**config.mk**
```make
export PLATFORM = sky130hd
export DESIGN_NAME = dcc_accessory_command_unit
export DESIGN_NICKNAME = d
export VERILOG_FILES = /design/src/dac_pkg.sv /design/src/dcc_accessory_command_unit.sv /design/src/dac_ctrl.sv /design/src/dac_datapath.sv
export SDC_FILE = /design/constraint.sdc
export NUM_CORES = 2
export LEC_CHECK = 0
export BUFFER_PORTS_ARGS = -buffer_cell sky130_fd_sc_hd__buf_2
export CAP_MARGIN = 5
export CORE_MARGIN = 3
export CORE_UTILIZATION = 40
export DETAILED_ROUTE_END_ITERATION = 8
export PLACE_DENSITY = 0.6
export SLEW_MARGIN = 5
export SYNTH_ARGS = -nofsm -noshare
export SYNTH_HDL_FRONTEND = slang
export SYNTH_HIERARCHICAL = 1
export SYNTH_SLANG_ARGS = --single-unit
```
**constraint.sdc**
```tcl
create_clock -name clk -period 14.8 [get_ports clk]
set_input_delay 0 -clock clk [delete_from_list [all_inputs] [get_ports clk]]
set_output_delay 0 -clock clk [all_outputs]
set_load 0.02 [all_outputs]
```
**src/dac_pkg.sv**
```systemverilog
`timescale 1ns / 1ps
`default_nettype none

package dac_pkg;

	// queue of held send requests
	localparam int QUEUE_DEPTH = 16;
	localparam int QPTR_W      = $clog2(QUEUE_DEPTH);
	localparam int QCNT_W      = $clog2(QUEUE_DEPTH + 1);

	// status map: 64 rows of 32 bits, one bit per accessory address
	localparam int STATUS_WORDS = 64;
	localparam int STATUS_BITS  = 32;
	localparam int SROW_W       = $clog2(STATUS_WORDS);
	localparam int SBIT_W       = $clog2(STATUS_BITS);

	localparam int ADDR_W           = 11;
	localparam int SLOTS_W          = 5;
	localparam int REP_W            = 4;
	localparam int MAX_RESULTS      = 16;
	localparam int RES_W            = $clog2(MAX_RESULTS + 1);
	localparam int LAST_STORED_ADDR = 2044;
	localparam logic [REP_W-1:0] REPEAT_RESET = 4'd4;

	// actions
	localparam logic [1:0] ACT_SEND  = 2'd0;
	localparam logic [1:0] ACT_RETRY = 2'd1;
	localparam logic [1:0] ACT_QUERY = 2'd2;

	// result kinds loaded into the output register
	localparam logic [1:0] KIND_EMPTY = 2'd0;
	localparam logic [1:0] KIND_DROP  = 2'd1;
	localparam logic [1:0] KIND_PKT   = 2'd2;
	localparam logic [1:0] KIND_QUERY = 2'd3;

	// register indexes
	localparam logic REG_REPEAT = 1'b0;

	typedef struct packed {
		logic       load_in;
		logic       q_push;
		logic       q_read;
		logic       q_pop;
		logic       st_read;
		logic       out_load;
		logic [1:0] out_kind;
		logic       out_accepted;
		logic       out_last;
	} dac_cmd_t;

	typedef struct packed {
		logic [1:0] action;
		logic       slots_nz;
		logic       q_full;
		logic       more;
		logic       out_free;
	} dac_stat_t;

endpackage

`default_nettype wire

```
**src/dcc_accessory_command_unit.sv**
```systemverilog
`timescale 1ns / 1ps
`default_nettype none

// Channel  | Dir | Signals                      | Contents
// s_*      | in  | tvalid tready tdata tuser    | command: action, address, closed, slots
// m_*      | out | tvalid tready tdata tuser    | result: packet bytes, flags; tlast per
//          |     | tlast                        | command
// APB      | in  | psel penable pwrite paddr    | repeat_count at byte address 0
//          |     | pwdata prdata pready         |
//
// Send with room or query: dispatch, status row read, then the result is loaded on emit.
// Queued or dropped sends, empty ticks and unused actions: result loaded from dispatch.
// A retry tick, per packet: queue read, entry load, status row read, emit with write
// back. Reset empties the queue and leaves the status map reading all closed. An
// untaken result holds the unit in dispatch or emit; one further command is accepted
// while it waits.

module dcc_accessory_command_unit
	import dac_pkg::*;
(
	input  wire         clk,
	input  wire         arst_n,
	input  wire         s_tvalid,
	output logic        s_tready,
	input  wire  [23:0] s_tdata,   // address[10:0], closed[11], sink_slots[16:12]
	input  wire  [1:0]  s_tuser,   // action[1:0]
	output logic        m_tvalid,
	input  wire         m_tready,
	output logic [47:0] m_tdata,   // address_byte, data_byte, check_byte, packet_address,
	                               // repeat_times, accepted, dropped, status_closed
	output logic [0:0]  m_tuser,   // packet_valid
	output logic        m_tlast,
	input  wire         psel,
	input  wire         penable,
	input  wire         pwrite,
	input  wire  [2:0]  paddr,
	input  wire  [31:0] pwdata,
	output logic [31:0] prdata,
	output logic        pready
);

	dac_cmd_t        cmd;
	dac_stat_t       stat;
	logic [REP_W-1:0] repeat_q;
	logic             pkt_valid;

	assign pready = 1'b1;

	always_ff @(posedge clk or negedge arst_n) begin
		if (!arst_n) begin
			repeat_q <= REPEAT_RESET;
		end else if (psel && penable && pwrite && pready && (paddr[2] == REG_REPEAT)) begin
			repeat_q <= pwdata[REP_W-1:0];
		end
	end

	assign prdata = (paddr[2] == REG_REPEAT) ? {{(32 - REP_W){1'b0}}, repeat_q} : '0;

	dac_ctrl u_ctrl (
		.clk      (clk),
		.arst_n   (arst_n),
		.in_valid (s_tvalid),
		.in_ready (s_tready),
		.stat     (stat),
		.cmd      (cmd)
	);

	dac_datapath u_dp (
		.clk              (clk),
		.arst_n           (arst_n),
		.in_action        (s_tuser),
		.in_address       (s_tdata[10:0]),
		.in_closed        (s_tdata[11]),
		.in_slots         (s_tdata[16:12]),
		.repeat_count     (repeat_q),
		.cmd              (cmd),
		.stat             (stat),
		.out_valid        (m_tvalid),
		.out_ready        (m_tready),
		.out_data         (m_tdata),
		.out_packet_valid (pkt_valid),
		.out_last         (m_tlast)
	);

	assign m_tuser = pkt_valid;

endmodule

`default_nettype wire

```
**src/dac_ctrl.sv**
```systemverilog
`timescale 1ns / 1ps
`default_nettype none

module dac_ctrl
	import dac_pkg::*;
(
	input  wire       clk,
	input  wire       arst_n,
	input  wire       in_valid,
	output logic      in_ready,
	input  dac_stat_t stat,
	output dac_cmd_t  cmd
);

	localparam logic [2:0] ST_IDLE     = 3'd0;
	localparam logic [2:0] ST_DISPATCH = 3'd1;
	localparam logic [2:0] ST_Q_RD     = 3'd2;
	localparam logic [2:0] ST_Q_LOAD   = 3'd3;
	localparam logic [2:0] ST_STAT_RD  = 3'd4;
	localparam logic [2:0] ST_EMIT     = 3'd5;

	logic [2:0] state_q;
	logic [2:0] state_d;

	always_ff @(posedge clk or negedge arst_n) begin
		if (!arst_n) begin
			state_q <= ST_IDLE;
		end else begin
			state_q <= state_d;
		end
	end

	always_comb begin
		state_d  = state_q;
		cmd      = '0;
		in_ready = 1'b0;
		case (state_q)
			ST_IDLE: begin
				in_ready = 1'b1;
				if (in_valid) begin
					cmd.load_in = 1'b1;
					state_d     = ST_DISPATCH;
				end
			end
			ST_DISPATCH: begin
				case (stat.action)
					ACT_SEND: begin
						if (stat.slots_nz) begin
							state_d = ST_STAT_RD;
						end else if (stat.out_free) begin
							cmd.out_load = 1'b1;
							cmd.out_kind = stat.q_full ? KIND_DROP : KIND_EMPTY;
							cmd.q_push   = !stat.q_full;
							cmd.out_last = 1'b1;
							state_d      = ST_IDLE;
						end
					end
					ACT_RETRY: begin
						if (stat.more) begin
							state_d = ST_Q_RD;
						end else if (stat.out_free) begin
							cmd.out_load = 1'b1;
							cmd.out_kind = KIND_EMPTY;
							cmd.out_last = 1'b1;
							state_d      = ST_IDLE;
						end
					end
					ACT_QUERY: begin
						state_d = ST_STAT_RD;
					end
					default: begin
						if (stat.out_free) begin
							cmd.out_load = 1'b1;
							cmd.out_kind = KIND_EMPTY;
							cmd.out_last = 1'b1;
							state_d      = ST_IDLE;
						end
					end
				endcase
			end
			ST_Q_RD: begin
				cmd.q_read = 1'b1;
				state_d    = ST_Q_LOAD;
			end
			ST_Q_LOAD: begin
				cmd.q_pop = 1'b1;
				state_d   = ST_STAT_RD;
			end
			ST_STAT_RD: begin
				cmd.st_read = 1'b1;
				state_d     = ST_EMIT;
			end
			ST_EMIT: begin
				if (stat.out_free) begin
					cmd.out_load     = 1'b1;
					cmd.out_kind     = (stat.action == ACT_QUERY) ? KIND_QUERY : KIND_PKT;
					cmd.out_accepted = (stat.action == ACT_SEND);
					// queue and slot state already reflect this pop
					cmd.out_last     = (stat.action != ACT_RETRY) || !stat.more;
					state_d = ((stat.action == ACT_RETRY) && stat.more) ? ST_Q_RD : ST_IDLE;
				end
			end
			default: begin
				state_d = ST_IDLE;
			end
		endcase
	end

endmodule

`default_nettype wire

```
**src/dac_datapath.sv**
```systemverilog
`timescale 1ns / 1ps
`default_nettype none

module dac_datapath
	import dac_pkg::*;
(
	input  wire                clk,
	input  wire                arst_n,
	input  wire  [1:0]         in_action,
	input  wire  [ADDR_W-1:0]  in_address,
	input  wire                in_closed,
	input  wire  [SLOTS_W-1:0] in_slots,
	input  wire  [REP_W-1:0]   repeat_count,
	input  dac_cmd_t           cmd,
	output dac_stat_t          stat,
	output logic               out_valid,
	input  wire                out_ready,
	output logic [47:0]        out_data,
	output logic               out_packet_valid,
	output logic               out_last
);

	// command registers
	logic [1:0]         action_q;
	logic [SLOTS_W-1:0] slots_q;
	logic [RES_W-1:0]   sent_q;
	logic [ADDR_W-1:0]  cur_addr_q;
	logic               cur_closed_q;

	// queue
	logic [ADDR_W:0]    q_mem [QUEUE_DEPTH];
	logic [ADDR_W:0]    q_rdata_q;
	logic [QPTR_W-1:0]  head_q;
	logic [QPTR_W-1:0]  tail_q;
	logic [QCNT_W-1:0]  count_q;

	// status map, rows not yet written read as zero
	logic [STATUS_BITS-1:0] st_mem [STATUS_WORDS];
	logic [STATUS_WORDS-1:0] st_vld_q;
	logic [STATUS_BITS-1:0] st_rdata_q;
	logic                   st_rvld_q;

	// output register
	logic               out_valid_q;
	logic               out_pv_q;
	logic [7:0]         out_b0_q;
	logic [7:0]         out_b1_q;
	logic [7:0]         out_ck_q;
	logic [ADDR_W-1:0]  out_addr_q;
	logic [REP_W-1:0]   out_rep_q;
	logic               out_acc_q;
	logic               out_drop_q;
	logic               out_sc_q;
	logic               out_last_q;

	logic [SROW_W-1:0]      row;
	logic [SBIT_W-1:0]      bitpos;
	logic                   storable;
	logic [STATUS_BITS-1:0] cur_word;
	logic [STATUS_BITS-1:0] new_word;
	logic [9:0]             grp;
	logic [2:0]             inv;
	logic [7:0]             b0;
	logic [7:0]             b1;
	logic                   st_write;

	assign row      = cur_addr_q[ADDR_W-1:SBIT_W];
	assign bitpos   = cur_addr_q[SBIT_W-1:0];
	assign storable = (cur_addr_q <= ADDR_W'(LAST_STORED_ADDR));
	assign cur_word = st_rvld_q ? st_rdata_q : '0;

	always_comb begin
		new_word         = cur_word;
		new_word[bitpos] = !cur_closed_q;
	end

	assign grp = {1'b0, cur_addr_q[ADDR_W-1:2]} + 10'd1;
	assign inv = ~grp[8:6];
	assign b0  = {2'b10, grp[5:0]};
	assign b1  = {1'b1, inv, 1'b1, cur_addr_q[1:0], cur_closed_q};

	assign st_write = cmd.out_load && (cmd.out_kind == KIND_PKT) && storable;

	assign stat.action   = action_q;
	assign stat.slots_nz = (slots_q != '0);
	assign stat.q_full   = (count_q == QCNT_W'(QUEUE_DEPTH));
	assign stat.more     = (count_q != '0) && (slots_q != '0)
		&& (sent_q < RES_W'(MAX_RESULTS));
	assign stat.out_free = !out_valid_q || out_ready;

	always_ff @(posedge clk) begin
		if (cmd.load_in) begin
			action_q     <= in_action;
			cur_addr_q   <= in_address;
			cur_closed_q <= in_closed;
		end else if (cmd.q_pop) begin
			cur_addr_q   <= q_rdata_q[ADDR_W-1:0];
			cur_closed_q <= q_rdata_q[ADDR_W];
		end
	end

	always_ff @(posedge clk or negedge arst_n) begin
		if (!arst_n) begin
			slots_q <= '0;
			sent_q  <= '0;
		end else if (cmd.load_in) begin
			slots_q <= in_slots;
			sent_q  <= '0;
		end else if (cmd.q_pop) begin
			slots_q <= slots_q - SLOTS_W'(1);
			sent_q  <= sent_q + RES_W'(1);
		end
	end

	// queue storage and read port
	always_ff @(posedge clk) begin
		if (cmd.q_push) begin
			q_mem[tail_q] <= {cur_closed_q, cur_addr_q};
		end
		if (cmd.q_read) begin
			q_rdata_q <= q_mem[head_q];
		end
	end

	always_ff @(posedge clk or negedge arst_n) begin
		if (!arst_n) begin
			head_q  <= '0;
			tail_q  <= '0;
			count_q <= '0;
		end else begin
			if (cmd.q_push) begin
				tail_q  <= (tail_q == QPTR_W'(QUEUE_DEPTH - 1)) ? '0 : tail_q + QPTR_W'(1);
				count_q <= count_q + QCNT_W'(1);
			end else if (cmd.q_pop) begin
				head_q  <= (head_q == QPTR_W'(QUEUE_DEPTH - 1)) ? '0 : head_q + QPTR_W'(1);
				count_q <= count_q - QCNT_W'(1);
			end
		end
	end

	// status map: read-modify-write, row read registered, written on emit
	always_ff @(posedge clk) begin
		if (cmd.st_read) begin
			st_rdata_q <= st_mem[row];
		end
		if (st_write) begin
			st_mem[row] <= new_word;
		end
	end

	always_ff @(posedge clk or negedge arst_n) begin
		if (!arst_n) begin
			st_vld_q  <= '0;
			st_rvld_q <= 1'b0;
		end else begin
			if (cmd.st_read) begin
				st_rvld_q <= st_vld_q[row];
			end
			if (st_write) begin
				st_vld_q[row] <= 1'b1;
			end
		end
	end

	always_ff @(posedge clk or negedge arst_n) begin
		if (!arst_n) begin
			out_valid_q <= 1'b0;
		end else if (cmd.out_load) begin
			out_valid_q <= 1'b1;
		end else if (out_ready) begin
			out_valid_q <= 1'b0;
		end
	end

	always_ff @(posedge clk) begin
		if (cmd.out_load) begin
			out_pv_q   <= 1'b0;
			out_b0_q   <= '0;
			out_b1_q   <= '0;
			out_ck_q   <= '0;
			out_addr_q <= '0;
			out_rep_q  <= '0;
			out_acc_q  <= 1'b0;
			out_drop_q <= 1'b0;
			out_sc_q   <= 1'b0;
			out_last_q <= cmd.out_last;
			case (cmd.out_kind)
				KIND_PKT: begin
					out_pv_q   <= 1'b1;
					out_b0_q   <= b0;
					out_b1_q   <= b1;
					out_ck_q   <= b0 ^ b1;
					out_addr_q <= cur_addr_q;
					out_rep_q  <= repeat_count;
					out_acc_q  <= cmd.out_accepted;
				end
				KIND_QUERY: begin
					out_sc_q <= !storable || !cur_word[bitpos];
				end
				KIND_DROP: begin
					out_drop_q <= 1'b1;
				end
				default: begin
					out_pv_q <= 1'b0;
				end
			endcase
		end
	end

	assign out_valid        = out_valid_q;
	assign out_packet_valid = out_pv_q;
	assign out_last         = out_last_q;
	assign out_data = {6'd0, out_sc_q, out_drop_q, out_acc_q, out_rep_q, out_addr_q,
		out_ck_q, out_b1_q, out_b0_q};

endmodule

`default_nettype wire
```
**Word level (Yosys, flattened, before mapping)**

Memory sizes are Yosys's and may differ from the RTL's. A register that Yosys moved wholly into a read port is not among the register bits.
Cells that the tools add are included.

- Reduce and logical (&&, ||, !) cells: 29
- Mux-type cells: 65
- Bitwise operators: 5
- Multiply operators: 0
- Shift-type cells: 0
- Divide/modulo/power cells: 0
- Add/sub/neg operators: 7
- Eq/ne operators: 16
- $lt $le $gt $ge: 6

Operator list:

| operator | number |
|---|---|
| $or 64x64->64 | 1 |
| $mux 5 | 7 |
| $bwmux 32 | 1 |
| $mux 32 | 1 |
| $mux 1 | 29 |
| $mux 3 | 9 |
| $mux 11 | 2 |
| $pmux 3 s3 | 2 |
| $pmux 3 s6 | 1 |
| $mux 8 | 2 |
| $mux 4 | 3 |
| $le 11x11->1 const B | 1 |
| $add 5x1->5 const B | 2 |
| $logic_and 1x1->1 | 10 |
| $reduce_bool 5->1 | 2 |
| $sub 5x1->5 const B | 2 |
| $add 9x1->9 const B | 1 |
| $add 4x1->4 const B | 2 |
| $eq 4x4->1 const B | 2 |
| $xor 8x8->8 | 1 |
| $lt 6x7->1 const B | 1 |
| $bmux 1 s6 | 1 |
| $demux 1 s6 | 1 |
| $eq 2x2->1 const B | 3 |
| 26 further kinds | 41 |

- Bits in writable memories: 2,240
- Register bits: 154
- Memories: 2
- Input bits: 68
- Output and inout bits: 85
- Bits in latches: 0
- Memory bits (read-only): 0
- Logic and storage cells: 155

Memories:

| name | words | bits a word | rd ports | clocked after memory_dff | wr ports | RTL line | source |
|---|---|---|---|---|---|---|---|
| u_dp.st_mem | 64 | 32 | 1 | 1 | 1 | dac_datapath.sv:38 | `logic [STATUS_BITS-1:0] st_mem [STATUS_WORDS];` |
| u_dp.q_mem | 16 | 12 | 1 | 1 | 1 | dac_datapath.sv:31 | `logic [ADDR_W:0] q_mem [QUEUE_DEPTH];` |

**Logic depth before layout (Yosys ltp)**

- Word-level depth: 12
- Gate-level depth with buffers: 14
- Mapped depth without buffers: 12

**Hierarchy**

The synthesis kept the hierarchy.

Modules (own cells, without submodules):

| module | cells an instance | sequential area each (sq um) | times used | area each (sq um) |
|---|---|---|---|---|
| dac_datapath | 5,107 | 72,314.4 | 1 | 93,938.8 |
| dcc_accessory_command_unit | 44 | 101.3 | 1 | 430.4 |
| dac_ctrl | 37 | 75.1 | 1 | 295.3 |

**Worst setup path after synthesis**

OpenSTA, ideal clock, no wires.

- Path type: reg2reg
- Start point: reg u_dp.count_q[1]
- End point: mem u_dp.st_mem[10][0], enable pin
- Setup time: 0.421 ns
- Cell stages (with the launch flop): 12
- Arrival time: 6.236 ns
- Period minus slack after synthesis: 6.658 ns
- Data required time: 14.379 ns
- Setup slack: 8.142 ns
- Buffers on the path: 1
- Cells stage by stage: dfrtp_1 -> nor4_1 -> a21oi_1 -> and2_1 -> nand3b_1 -> o21ai_0 -> a21boi_0 -> nand2_1 -> nor2_1 -> nand2_1 -> clkbuf_1 -> nor2_1

RTL lines:

| element | RTL line | source |
|---|---|---|
| from (decl) | dac_datapath.sv:35 | `logic [QCNT_W-1:0] count_q;` |
| from (signal assigned) | dac_datapath.sv:133 | `count_q <= count_q + QCNT_W'(1);` |
| from (signal assigned) | dac_datapath.sv:136 | `count_q <= count_q - QCNT_W'(1);` |
| to (decl) | dac_datapath.sv:38 |  |

==> metrics.md <==
| Metric | Value |
|---|---|
| Status | complete, no violations |
| #FFs+latches synth | 2430 |
| RSZ-0062 raised after global routing | false |
| Synth area leaders | edfxtp_1 (74%), mux4_2 (5.0%), a221oi_1 (2.8%) |
| Leak | between 30 and 40 nW |
| Remaining global-route overflow | 0 |
| Max Clock Skew | approximately 63 ps |
| CTS H-tree depth | 4 |
| Final GP Congestion | around 0.98 |
| Setup tns final | 0 ps |
| PwrDens | roughly 190 nW/um2 |
| HPWL Detailed | about 170000 um |
| Worst Max-Slew Pin Slew | 1440 ps |
| Synth top area share | between 70% and 80% |
| Setup crit end kind | flop |
| Wire length per cell | between 30 and 40 um |
| Count of different cell masters after synthesis | 85 |
| CP max FO | 39 |
| DRT Pass-1 Iters | 8 |
| Clk Latency, worst-skew pair | about 890 ps |
| Number of cells produced by synthesis | between 5000 and 6000 |
| Total track usage | roughly a quarter |
| Synth-to-Final Area Change | 14.6% |
| ANT nets after route | 0 |
| DR vias | between 50000 and 60000 |
| Slew headroom | around 3.2% |
| Register area | roughly 72000 um2 |
| Die ar. | ~240000 um2 |
| Mapped cell area | 94700 um2 |
| Initial antenna violation count | 16 |
| Layout cells sized above 1 | between 20% and 30% |
| Critical Path Most Common Cell | buf_4 |
| Yosys warns | 6 |
| Crit start category | flop |
| Final setup vio count | 0 |
| EDFF count, synth | ~2300 |
| Post-DR vias/cell | between 6 and 7 |
| Site Rows | 177 |
| Vias in the first global route | about 52000 |
| Period utilization | 37.0% |
| Slew Viols, Final | 0 |
| Hold Fails Final Rpt | 0 |
| Max Fclk | 0.183 GHz |
| Clock buffer depth | 3 |
| Die Ht | around 490 um |
| Initial core utilization | around two fifths |
| CTS buffer count | ~230 |
| Clk slew on worst S/H paths | 60 ps |
| Root buffer cell | clkbuf_16 |
| Max incr delay on CP | 650 ps |
| Clock Sinks | 2430 |
| Setup CP Type | reg2reg |
| Critical path, cell by cell | buf_4 -> buf_4 -> buf_4 -> buf_4 -> buf_4 -> mux4_2 -> mux2i_1 -> o211ai_1 -> or4_1 |
| Final wirelength | just over 300000 um |
| CP max stage cell | buf_4 |
| Most common cell after layout, fill and taps aside | edfxtp_1 |
| Core Region | about 230000 um2 |
| Post-synthesis average cell area | around 18 um2 |
| Worst path arrival time | approximately 6100 ps |
| Prevailing post-synth register cell | edfxtp_1 |
| Post-CTS Repair Setup Buffers | 0 |
| Crit path time final | roughly 5500 ps |
| # DRC | 0 |
| Port bufs | between 70 and 80 |
| Largest net degree at the start of global routing | between 100 and 150 |
| # fillers | 19700 |
| Max Cap Viol | 0 |
| Post-synth ARST share | 3.95% |
| CP required | about 15000 ps |
| Register area share after synthesis | 76.6% |
| Max VDD drop | between 0.0001 and 0.00015 V |
| Hold Crit Class | in2reg |
| IO Pins | 153 |
| Total power | ~21 mW |
| CTS tree | built |
| DRT iter0 DRCs | 8381 |
| Synth area leader | edfxtp_1 |
| First-pass GRT wire length | 417000 um |
| Nets | about 5500 |
| Multi-input gate area | 21200 um2 |
| Commonest cells after routing, fill and taps aside | edfxtp_1 (2334), a221oi_1 (301), buf_4 (251) |
| DIE WIDTH | 492 um |
[report_power, final]
part	switching [mW]	total [mW]	internal (mW)
registers	0.153	8.84	8.69
clock network	2.58	5.93	3.35
logic	4.55	6.18	1.63
[routing by layer]
metal  global-route usage [%]  up-vias  wire [um]
li1                         -    21800          -
met2                     36.0     3464     132000
met3                     7.63      662      37000
met1                     32.7    28500     115000
met4                     11.8        4      16900
met5                        0        -         65
[worst paths after layout]
kind,cells past startpoint,slack (ps),end,startpoint
worst max register to register,9,9320,u_dp/st_rdata_q[14],u_dp/cur_addr_q[5]
worst min-delay path,4,70,repeat_q[3],psel
worst min register to register,1,480,u_dp/st_vld_q[59],u_dp/st_vld_q[59]
max in group asynchronous,4,13260,u_dp/tail_q[2],arst_n
worst max-delay path,9,9320,u_dp/st_rdata_q[14],u_dp/cur_addr_q[5]
min in group asynchronous,4,520,u_dp/count_q[3],arst_n
[flip-flops by register name, indices dropped and copies added (netlist names), 5 cells and up]
signal and count:
u_dp/slots_q 5, u_dp/cur_addr_q 11, u_dp/out_b0_q 6, u_dp/st_mem 2048
u_dp/q_mem 192, u_dp/out_b1_q 6, u_dp/st_vld_q 64, u_dp/q_rdata_q 12
u_dp/out_ck_q 7, u_dp/st_rdata_q 32, u_dp/count_q 5, u_dp/out_addr_q 9
u_dp/sent_q 5
[kinds of logic (layout without fill, tap and decap cells)]
logic type | count (synthesis) | after routing | synth area share [%]
DFF | 2430 | 2430 | 76.6
AOI/OAI and AO/OA | 1076 | 1076 | 8.42
and+or+nand+nor | 616 | 616 | 2.96
muxes | 597 | 597 | 9.33
buffers and inverters | 427 | 864 | 2.28
xor gates and xnor gates | 27 | 27 | 0.250
adders and majority gates | 12 | 12 | 0.167
other | 3 | 45 | 0.0119
[cells in the mapped netlist (5+ instances only)]
| library cell | count |
|---|---|
| edfxtp_1 | 2334 |
| a221oi_1 | 301 |
| nor2_1 | 274 |
| mux2i_1 | 222 |
| mux4_2 | 212 |
| nand2_1 | 172 |
| mux2_2 | 161 |
| clkbuf_1 | 142 |
| a22oi_1 | 135 |
| buf_2 | 132 |
| o21ai_0 | 128 |
| a21oi_1 | 116 |
| dfrtp_1 | 95 |
| buf_4 | 90 |
| o22ai_1 | 90 |
| o21bai_1 | 67 |
| buf_1 | 37 |
| a221o_1 | 34 |
| o211ai_1 | 34 |
| a22o_1 | 24 |
| and2_1 | 24 |
| nand3_1 | 23 |
| o31ai_1 | 22 |
| o2bb2ai_1 | 21 |
| o221ai_1 | 20 |
| a211oi_1 | 19 |
| nand4_1 | 19 |
| inv_1 | 16 |
| xnor2_1 | 15 |
| a31oi_1 | 13 |
| nand2b_1 | 13 |
| nor3_1 | 13 |
| or4_1 | 13 |
| xor2_1 | 12 |
| ha_1 | 11 |
| a222oi_1 | 10 |
| o22a_1 | 10 |
| nor2b_1 | 9 |
| nor3b_1 | 8 |
| buf_6 | 7 |
| nand3b_1 | 6 |
| or2_2 | 6 |
| nor4_1 | 5 |
[critical path, delay by kind of cell, from the launching register on]
kind            cells  cell delay (ps)
buf+inv             5             2910
mux                 2             1150
simple gates        1              530
flops               1              320
compound gates      1              130
[layout make-up]
| cell class | instances | area share [%] |
|---|---|---|
| sequential | 2430 | 66.8 |
| multi-input combinational | 2365 | 19.6 |
| clock buffer | 290 | 5.72 |
| tap | 3132 | 3.61 |
| timing repair buffer | 412 | 2.93 |
| clock inverter | 144 | 1.26 |
| inverter | 18 | 0.0761 |
| antenna | 8 | 0.0185 |
[stage by stage]
| stage | setup WS, ps | utilization (%) | cells | area [um2] | hold WS [ps] |
|---|---|---|---|---|---|
| floorplan | 8140 | - | 5222 | 94800 | -296 |
| global placement | 9420 | 42.8 | 8278 | 100000 | -82.4 |
| detailed placement | 9400 | 42.8 | 8278 | 100000 | -85.4 |
| CTS | 9350 | 46.3 | 8789 | 108000 | 0.673 |
| global route | 9150 | 46.3 | 8792 | 108000 | 46.1 |
| finish | 9320 | 46.3 | 8799 | 108000 | 65.9 |
[what timing repair did]
| action | 4_1_cts | 5_1_grt |
|---|---|---|
| hold endpoints to repair | 133 | 0 |
| resized for setup | 0 | 0 |
| hold buffers | 77 | 0 |
(Power assumes the default switching activity.)
